File: src/sv/aging_mac_dedup_table_assert.svh
// ----------------------------------------------------------------------------
// aging_mac_dedup_table_assert.svh
// assertion macros for the aging mac dedup table
// ----------------------------------------------------------------------------
`ifndef AGING_MAC_DEDUP_TABLE_ASSERT_SVH
`define AGING_MAC_DEDUP_TABLE_ASSERT_SVH

`ifndef SYNTH
`define AMDT_ASSERT(name, prop) \
  name: assert property (@(posedge clk_i) disable iff (!rst_ni) prop) \
    else $error("assertion failed");
`define AMDT_ASSERT_NEXT(name, ante, cons) \
  name: assert property (@(posedge clk_i) disable iff (!rst_ni) (ante) |=> (cons)) \
    else $error("assertion failed");
`else
`define AMDT_ASSERT(name, prop)
`define AMDT_ASSERT_NEXT(name, ante, cons)
`endif

`endif

File: src/sv/amdt_fifo.sv
// ----------------------------------------------------------------------------
// amdt_fifo
// small register queue used for the sighting and result channels
// ----------------------------------------------------------------------------
module amdt_fifo #(
  parameter int unsigned WIDTH = 8,
  parameter int unsigned DEPTH = 2
) (
  input  logic             clk_i,
  input  logic             rst_ni,
  input  logic             push_i,
  output logic             full_o,
  input  logic [WIDTH-1:0] wdata_i,
  input  logic             pop_i,
  output logic             empty_o,
  output logic [WIDTH-1:0] rdata_o
);

  localparam int unsigned PW = (DEPTH > 1) ? $clog2(DEPTH) : 1;
  localparam int unsigned CW = $clog2(DEPTH + 1);

  logic [WIDTH-1:0] mem_q [DEPTH];
  logic [PW-1:0]    wptr_q, wptr_d, rptr_q, rptr_d;
  logic [CW-1:0]    count_q, count_d;
  logic             do_push, do_pop;

  assign full_o  = (count_q == CW'(DEPTH));
  assign empty_o = (count_q == '0);
  assign do_push = push_i && !full_o;
  assign do_pop  = pop_i && !empty_o;
  assign rdata_o = mem_q[rptr_q];

  always_comb begin
    wptr_d  = wptr_q;
    rptr_d  = rptr_q;
    count_d = count_q;
    if (do_push) begin
      wptr_d = (wptr_q == PW'(DEPTH - 1)) ? '0 : wptr_q + PW'(1);
    end
    if (do_pop) begin
      rptr_d = (rptr_q == PW'(DEPTH - 1)) ? '0 : rptr_q + PW'(1);
    end
    if (do_push && !do_pop) begin
      count_d = count_q + CW'(1);
    end else if (do_pop && !do_push) begin
      count_d = count_q - CW'(1);
    end
  end

  always_ff @(posedge clk_i or negedge rst_ni) begin
    if (!rst_ni) begin
      wptr_q  <= '0;
      rptr_q  <= '0;
      count_q <= '0;
    end else begin
      wptr_q  <= wptr_d;
      rptr_q  <= rptr_d;
      count_q <= count_d;
    end
  end

  always_ff @(posedge clk_i) begin
    if (do_push) begin
      mem_q[wptr_q] <= wdata_i;
    end
  end

endmodule

File: config.mk
export PLATFORM = sky130hd
export DESIGN_NAME = amdt_fifo
export DESIGN_NICKNAME = d
export VERILOG_FILES = /design/src/sv/aging_mac_dedup_table_assert.svh /design/src/sv/amdt_fifo.sv
export SDC_FILE = /design/constraint.sdc
export NUM_CORES = 1
export LEC_CHECK = 0
export BUFFER_PORTS_ARGS = -buffer_cell sky130_fd_sc_hd__buf_4
export CAP_MARGIN = 30
export CELL_PAD_IN_SITES_DETAIL_PLACEMENT = 2
export CELL_PAD_IN_SITES_GLOBAL_PLACEMENT = 2
export CORE_ASPECT_RATIO = 1.4
export CORE_UTILIZATION = 34
export DETAILED_ROUTE_END_ITERATION = 7
export PLACE_DENSITY_LB_ADDON = 0.1
export SYNTH_ARGS = -nofsm -noshare
export SYNTH_HDL_FRONTEND = slang
export SYNTH_SLANG_ARGS = --single-unit
File: constraint.sdc
create_clock -name clk_i -period 2.05 [get_ports clk_i]
set_clock_uncertainty 0.05 [all_clocks]
set_input_delay 0.41 -clock clk_i [delete_from_list [all_inputs] [get_ports clk_i]]
set_output_delay 0.41 -clock clk_i [all_outputs]
set_load 0.02 [all_outputs]
==> metrics, run 1 <==
status finished, final reports clean; Num CTS Buffers 3; GRT Max-Usage Layer met2; # DRC 0; syn nets 57; Seq/Total Area, Yosys between 70 and 80%; RSZ-0062 raised after global routing false; Hold Path Class input pin to register; largest net degree at the start of global routing 13; post-layout min period roughly 1.9 ns; wire per inst 17.7 um; Final setup viols 0; Worst path max stage delay roughly 0.59 ns; Crit Path Category register to output port; dpl hpwl 1.14 mm; fmax roughly 0.52 GHz; TNS Setup 0 ns; Synth Warn # 0; core box area approximately 2200 um2; met1 Use GR 15.0%; CP required ~1.6 ns; CTS clk-pin slew, worst paths ~0.12 ns; post-synthesis cell area 782 um2; met2 Use GR just under 30%; hold_sp wdata_i[4]; antenna cell count 0; initial core utilization 35.9%; Die Height 58.7 um; R2R Path End count_q[1]; number of global-route vias before repair 527; global route overflow 0; total number of vias 461; 1st-iter DRT viols 6; cts repair resizes 0; Final Cycle Share between 90% and 100%; Final GP Congestion 0.634; Rel. slew slack approximately three quarters; io pins 22; Filler cells 209; Net count, final 84; Leak roughly 0.43 nW; pwr dens 1520 nW/um2; Seq cells post-synth 20; worst hold slack 0.223 ns; ANT nets after route 0; Vias/cell 5.01; Yosys cell types 15; depth of the CTS H-tree 1; Final Non-Filler Cells between 90 and 100; met3 Use GR 2.15%; Row Count 20; Die W between 40 and 50 um; Hold Crit Depth 1; initial antenna violation count 0; Hold Crit Endpoint mem_q[0][4]; Max rail drop VDD roughly 510 uV; final core utilization a little under half; drt pass-1 iters 3; Worst path slowest cell dfrtp_1; input/output buffers 21; CTS tree done; final hold violation count 0; multi-input logic area around 190 um2; Crit Path Max Fanout 9; CP endpoint kind output port; type of origin of the critical path register; Slew @ Worst Pin 0.402 ns; Avg Cell Area, Syn 17.8 um2; Tot GR Track Use 16.0%; worst skew pair latency between 0.3 and 0.4 ns; cells along the critical path mux2_1, buf_4; placed cell area 970 um2; worst reg2reg setup slack 0.47 ns; Clock Path Buffers 2; Reg2Reg Depth 7; Placed Instances 87; MaxCap Viol Count 0; first-pass GRT wire length 2.66 mm; Final Instance Area 1030 um2; Root Driver clkbuf_4; RR Startpoint count_q[0]; full die area about 2500 um2; Storage cell area 581 um2; WP data arrival 1.45 ns; Gate Count Post-Synth 44; Layout area overhead 32.0%; TritonCTS Sinks 20; Slew Viols, Final 0; fraction of layout cells with a size suffix above 1 a little over two fifths; final WL 1.63 mm
==> worst max-delay path, delay by kind of cell (launching register included) <==
| family | cells | cell delay, ns |
|---|---|---|
| DFF | 1 | 0.59 |
| muxes | 1 | 0.38 |
| buffers and inverters | 1 | 0.17 |
==> metrics by stage <==
step                power, mW  setup slack, ns
global placement         1.22            0.494
finish                   1.57            0.136
CTS                      1.59           0.0963
detailed placement       1.24            0.478
global route             1.65           0.0465
floorplan                1.01            0.608
==> layout make-up <==
| cell class | count | share of cell area [%] |
|---|---|---|
| multi-input combinational | 21 | 18.3 |
| tap | 22 | 2.67 |
| inverter | 2 | 0.727 |
| clock inverter | 1 | 2.91 |
| timing repair buffer | 23 | 17.0 |
| clock buffer | 3 | 2.18 |
| sequential | 20 | 56.2 |
==> kinds of logic after synthesis <==
kind of cell	synth area share [%]
XOR/XNOR	6.56
buffers and inverters	1.60
flip-flops	74.2
AND/OR/NAND/NOR	3.84
multiplexers	11.5
adder cells (fa/ha/maj)	1.60
AO/OA/AOI/OAI	0.639
==> cell usage after synthesis <==
master	instances	share of area, %
xor2_1	2	2.2
buf_2	1	0.64
inv_1	2	0.96
o21ai_1	1	0.64
nor2_1	3	1.4
and3_1	1	0.80
nand2b_1	1	0.80
xnor2_2	1	2.1
xnor2_1	2	2.2
edfxtp_1	16	61
mux2_2	2	2.9
dfrtp_1	4	13
mux2_1	6	8.6
ha_1	1	1.6
nand2_2	1	0.80
==> power breakdown <==
part           switching, mW  total [mW]  internal, mW
clock                  0.133       0.331         0.198
combinational          0.298       0.572         0.274
sequential            0.0963       0.664         0.568
==> what timing repair did <==
item / 4_1_cts / 5_1_grt
endpoints found under the hold margin: 4 / 0
buffers inserted: 0 / 0
hold buffers: 1 / 0
==> sequential cells by signal, summed over array words and instances (netlist names) <==
register	cells
rptr_q	1
wptr_q	1
count_q	2
mem_q	16
==> metal layers <==
metal | vias to the layer above | share of wire [%]
li1 | 210 | -
met1 | 233 | 32
met2 | 14 | 60
met3 | 4 | 3.9
met4 | 0 | 3.7
met5 | - | 0
==> how the worst max path moves through the flow <==
stage                     from          end  depth (start not counted)  slack, ns
global placement        rptr_q   rdata_o[2]                          2       0.49
detailed placement      rptr_q   rdata_o[7]                          2       0.48
global route            rptr_q   rdata_o[4]                          2       0.05
floorplan           count_q[0]  mem_q[0][0]                          3       0.61
finish                  rptr_q   rdata_o[3]                          2       0.14
CTS                     rptr_q   rdata_o[3]                          2        0.1
==> layout by cell type (no fill, tap or decap), types with 2 or more instances in the layout <==
cell,count
inv_1,2
mux2_1,6
edfxtp_1,16
nor2_1,3
xnor2_1,2
mux2_2,2
dfrtp_1,4
xor2_1,2
buf_4,22
clkbuf_4,3
Note: power is estimated with default switching activity, not from simulation.
==> run 2, diff against run 1 <==
--- a/config.mk
+++ b/config.mk
@@ -7,10 +7,10 @@
 export LEC_CHECK = 0
 export BUFFER_PORTS_ARGS = -buffer_cell sky130_fd_sc_hd__buf_4
 export CAP_MARGIN = 30
-export CELL_PAD_IN_SITES_DETAIL_PLACEMENT = 2
-export CELL_PAD_IN_SITES_GLOBAL_PLACEMENT = 2
+export CELL_PAD_IN_SITES_DETAIL_PLACEMENT = 1
+export CELL_PAD_IN_SITES_GLOBAL_PLACEMENT = 1
 export CORE_ASPECT_RATIO = 1.4
-export CORE_UTILIZATION = 34
+export CORE_UTILIZATION = 40
 export DETAILED_ROUTE_END_ITERATION = 7
 export PLACE_DENSITY_LB_ADDON = 0.1
 export SYNTH_ARGS = -nofsm -noshare
==> metrics, run 2 (synthesized netlist as in run 1, its figures left out) <==
Crit Path Category register to output port; crit path buf inv count 1 (unchanged); Slew Viols, Final 0 (unchanged); Layout area overhead 28.3%; CTS clk-pin slew, worst paths 0.10 ns (-0.02 ns); final worst slack 0.179 ns (+0.0439 ns); Hold Crit Endpoint mem_q[0][2]; Placed Instances 85 (-2.3%); initial core utilization 43.4% (+7.5 points); largest registers mem_q x16, count_q x2; RSZ-0062 raised after global routing false; total power 1.39 mW (-11%); worst reg2reg setup slack 0.46 ns (about the same); Final setup viols 0 (unchanged); global route overflow 0 (unchanged); Vias/cell 4.81 (-4.0%); depth of the CTS H-tree 1 (unchanged); Tot GR Track Use 13.9% (-2.1 points); Hold Path Class input pin to register; Final GP Congestion 0.595 (-6.1%); fmax 0.535 GHz (+2.3%); CP endpoint kind output port; CP required 1.59 ns (about the same); Slew @ Worst Pin 0.385 ns (-0.0170 ns); max FFs per register 16 (unchanged); final core utilization 55.7% (+8.3 points); Die W 39.4 um (-7.4%); total number of vias 433 (-6.1%); type of origin of the critical path register; Row Count 18 (-10%); first-pass GRT wire length 1.88 mm (-29%); # DRC 0 (unchanged); number of global-route vias before repair 439 (-17%); pwr dens 1390 nW/um2 (-8.5%); antenna cell count 0 (unchanged); post-CTS setup buffers 0 (unchanged); WP data arrival 1.41 ns (-0.04 ns); final hold violation count 0 (unchanged); core box area 1800 um2 (-17%); R2R Path End count_q[1]; final WL 1.23 mm (-25%); CTS tree done; worst hold slack 0.243 ns (+0.0204 ns); Reg2Reg Depth 6 (-1); dpl ws 0.472 ns (-0.00574 ns); 1st-iter DRT viols 3 (-3); commonest non-fill, non-tap cell in the layout buf_4; TritonCTS Sinks 20 (unchanged); Worst path slowest cell dfrtp_1; post-layout min period 1.87 ns (-0.0439 ns); commonest non-fill, non-tap cells in the layout buf_4 (22), edfxtp_1 (16), mux2_1 (6); TNS Setup 0 ns (unchanged); hold_sp wdata_i[2]; Root Driver clkbuf_4; Net count, final 84 (unchanged); drt pass-1 iters 3 (unchanged); Filler cells 187 (-11%); wire per inst 13.6 um (-23%); Storage cell area 581 um2 (unchanged); cells along the critical path mux2_1, buf_4; multi-input logic area 189 um2 (unchanged); full die area 2140 um2 (-14%); RR Startpoint count_q[0]; Largest Register mem_q; Leak 0.416 nW (-2.9%); initial antenna violation count 0 (unchanged); worst skew pair latency 0.28 ns (-0.03 ns); Rel. slew slack 74.4% (+1.1 points); Final Instance Area 1000 um2 (-2.8%); dpl hpwl 951 um (-17%); placed cell area 967 um2 (-0.26%); status finished, final reports clean; Final Non-Filler Cells 90 (-2.2%); CP startpoint rptr_q; fraction of layout cells with a size suffix above 1 41.4% (-1.4 points); Final Cycle Share 91.2% (-2.1 points); Max rail drop VDD 623 uV (+23%); MaxCap Viol Count 0 (unchanged); ANT nets after route 0 (unchanged); cts repair resizes 0 (unchanged); Hold Crit Depth 1 (unchanged); Num CTS Buffers 3 (unchanged); Clock Path Buffers 2 (unchanged); Worst path max stage delay 0.59 ns (about the same); Die Height 54.3 um (-7.5%); input/output buffers 21 (unchanged); largest net degree at the start of global routing 12 (-1); io pins 22 (unchanged); CP delay by family, top flip-flops; Crit Path Max Fanout 9 (unchanged)
-- run 2: metal layers --
metal / part of all wire, % / vias up / track usage (%)
li1: - / 210 / -
met1: 41 / 206 / 16.1
met2: 53 / 15 / 23.3
met3: 4.9 / 2 / 2.44
met4: 1.5 / 0 / 8.62
met5: 0 / - / 0
-- run 2: how the worst max path moves through the flow --
stage | end | depth (start not counted) | slack, ns
floorplan | mem_q[0][0] | 3 | 0.61
global placement | rdata_o[2] | 2 | 0.50
detailed placement | count_q[1] | 6 | 0.47
CTS | rdata_o[1] | 2 | 0.15
global route | rdata_o[7] | 2 | 0.10
finish | rdata_o[1] | 2 | 0.18
-- run 2: report_power, final --
part | switching (mW) | leakage, nW | internal [mW]
sequential | 0.0919 | 0.195 | 0.567
clock | 0.108 | 0.0154 | 0.0708
combinational | 0.280 | 0.206 | 0.275
-- run 2: cell type report --
type	count	area share [%]
Timing Repair Buffer	23	17.5
Clock inverter	1	0.374
Sequential cell	20	57.9
Inverter	2	0.748
Tap cell	20	2.49
Clock buffer	3	2.24
Multi-Input combinational cell	21	18.8
-- run 2: worst reg2reg max path, cell delays in order, from the launching register on --
cell and delay [ns]:
dfrtp_1 0.46, nand2b_1 0.22, nand2_2 0.13, inv_1 0.06
ha_1 0.31, nor2_1 0.14, xor2_1 0.15
-- run 2: timing repair --
action | CTS | global route
endpoints found under the hold margin | 4 | 0
setup endpoints to repair | 0 | 0
hold buffers | 1 | 0
==> run 3, diff against run 2 <==
--- a/config.mk
+++ b/config.mk
@@ -13,6 +13,7 @@
 export CORE_UTILIZATION = 40
 export DETAILED_ROUTE_END_ITERATION = 7
 export PLACE_DENSITY_LB_ADDON = 0.1
+export REMOVE_ABC_BUFFERS = 1
 export SYNTH_ARGS = -nofsm -noshare
 export SYNTH_HDL_FRONTEND = slang
 export SYNTH_SLANG_ARGS = --single-unit
==> metrics, run 3 (synthesized netlist as in run 1, its figures left out) <==
CP endpoint kind output port; Num CTS Buffers 3 (unchanged); Tot GR Track Use 13.4% (-0.49 points); global route overflow 0 (unchanged); Hold Crit Endpoint mem_q[0][2]; worst reg2reg setup slack 0.46 ns (about the same); TritonCTS Sinks 20 (unchanged); Hold Path Class input pin to register; Largest Register mem_q; Reg2Reg Depth 7 (+1); Crit Path Category register to output port; Hold Crit Depth 1 (unchanged); Clock Path Buffers 2 (unchanged); Final setup viols 0 (unchanged); Die Height 54.3 um (unchanged); post-layout min period 1.89 ns (+0.0163 ns); Seq pwr share 47.5% (+0.2 points); Max rail drop VDD 742 uV (+19%); Root Driver clkbuf_4; final WL 1.26 mm (+2.9%); core box area 1800 um2 (unchanged); drt pass-1 iters 4 (+1); wire per inst 14.0 um (+2.9%); Row Count 18 (unchanged); number of global-route vias before repair 403 (-8.2%); commonest non-fill, non-tap cell in the layout buf_4; CP startpoint rptr_q; Final Cycle Share 92.0% (+0.80 points); first-pass GRT wire length 1.81 mm (-3.7%); WP data arrival 1.43 ns (+0.02 ns); Final GP Congestion 0.602 (+1.1%); io pins 22 (unchanged); type of origin of the critical path register; P_sw 480 uW (+0.12%); Net count, final 84 (unchanged); R2R Path End count_q[1]; total number of vias 448 (+3.5%); Slew @ Worst Pin 0.398 ns (+0.0132 ns); worst skew pair latency 0.28 ns (about the same); hold_sp wdata_i[2]; CTS clk-pin slew, worst paths 0.10 ns (about the same); antenna cell count 0 (unchanged); TNS Setup 0 ns (unchanged); initial antenna violation count 0 (unchanged); ANT nets after route 0 (unchanged); dpl hpwl 936 um (-1.6%); RR Startpoint count_q[0]; Filler cells 184 (-1.6%); Vias/cell 4.98 (+3.5%); commonest non-fill, non-tap cells in the layout buf_4 (22), edfxtp_1 (16), mux2_1 (6); CP required 1.59 ns (about the same); fmax 0.530 GHz (-0.86%); switch share 34.5% (about the same); input/output buffers 21 (unchanged); Rel. slew slack 73.5% (-0.88 points); MaxCap Viol Count 0 (unchanged); largest net degree at the start of global routing 12 (unchanged); Layout area overhead 28.3% (unchanged); full die area 2140 um2 (unchanged); cts repair resizes 0 (unchanged); CTS tree done; pwr dens 1390 nW/um2 (about the same); largest registers mem_q x16, count_q x2; final hold violation count 0 (unchanged); # DRC 0 (unchanged); depth of the CTS H-tree 1 (unchanged); Slew Viols, Final 0 (unchanged); internal power 913 uW (about the same); Die W 39.4 um (unchanged); RSZ-0062 raised after global routing false; Crit Path Max Fanout 9 (unchanged); fraction of layout cells with a size suffix above 1 41.4% (unchanged); status finished, final reports clean; logic gate share of total power 39.8% (about the same); 1st-iter DRT viols 1 (-2); max FFs per register 16 (unchanged); initial core utilization 43.4% (unchanged); Leak 0.416 nW (unchanged); Clock Power Share 12.7% (about the same); final core utilization 55.7% (unchanged)
[run 3: repair_timing]
action,4_1_cts,5_1_grt
hold buffers,1,0
endpoints found under the hold margin,4,0
buffers inserted,0,0
[run 3: area by class of cell]
| cell class | count | area (um2) | area share [%] |
|---|---|---|---|
| Clock buffer | 3 | 22.5 | 2.24 |
| Clock inverter | 1 | 3.75 | 0.374 |
| Inverter | 2 | 7.51 | 0.748 |
| Multi-Input combinational cell | 21 | 189 | 18.8 |
| Sequential cell | 20 | 581 | 57.9 |
| Tap cell | 20 | 25.0 | 2.49 |
| Timing Repair Buffer | 23 | 175 | 17.5 |
[run 3: worst max-delay path by stage]
stage	end	slack, ns	cells after the start
after floorplan	mem_q[0][0]	0.61	3
after global placement	rdata_o[2]	0.50	2
after detailed placement	rdata_o[7]	0.47	2
after CTS	rdata_o[7]	0.14	2
after global routing	rdata_o[7]	0.08	2
final	rdata_o[7]	0.16	2
[run 3: through the flow]
step	cell area (um2)	worst slack, ns	instances	total power [mW]	hold slack, ns
6_report	1000	0.163	90	1.39	0.249
5_1_grt	1000	0.0803	90	1.49	0.221
4_1_cts	1000	0.136	90	1.42	0.233
3_5_place_dp	967	0.472	85	1.23	0.159
3_3_place_gp	967	0.503	85	1.21	0.160
2_1_floorplan	777	0.608	43	1.00	0.0644
[run 3: power by group through the flow]
stage / clock (mW) / sequential [mW] / combinational (mW)
2_1_floorplan: 0 / 0.643 / 0.359
3_3_place_gp: 0 / 0.664 / 0.547
3_5_place_dp: 0 / 0.673 / 0.562
4_1_cts: 0.190 / 0.664 / 0.563
5_1_grt: 0.211 / 0.675 / 0.600
6_report: 0.177 / 0.662 / 0.555
[run 3: per-layer routing]
layer | global-route usage [%] | vias up | part of all wire (%)
met2 | 22.2 | 15 | 55
met4 | 8.62 | 0 | 0.95
met5 | 0 | - | 0
met1 | 14.8 | 220 | 39
li1 | - | 211 | -
met3 | 3.66 | 2 | 4.9
[run 3: worst max-delay path: stages (launching register included)]
cell and delay [ns]:
dfrtp_1 0.60, mux2_2 0.39, buf_4 0.16
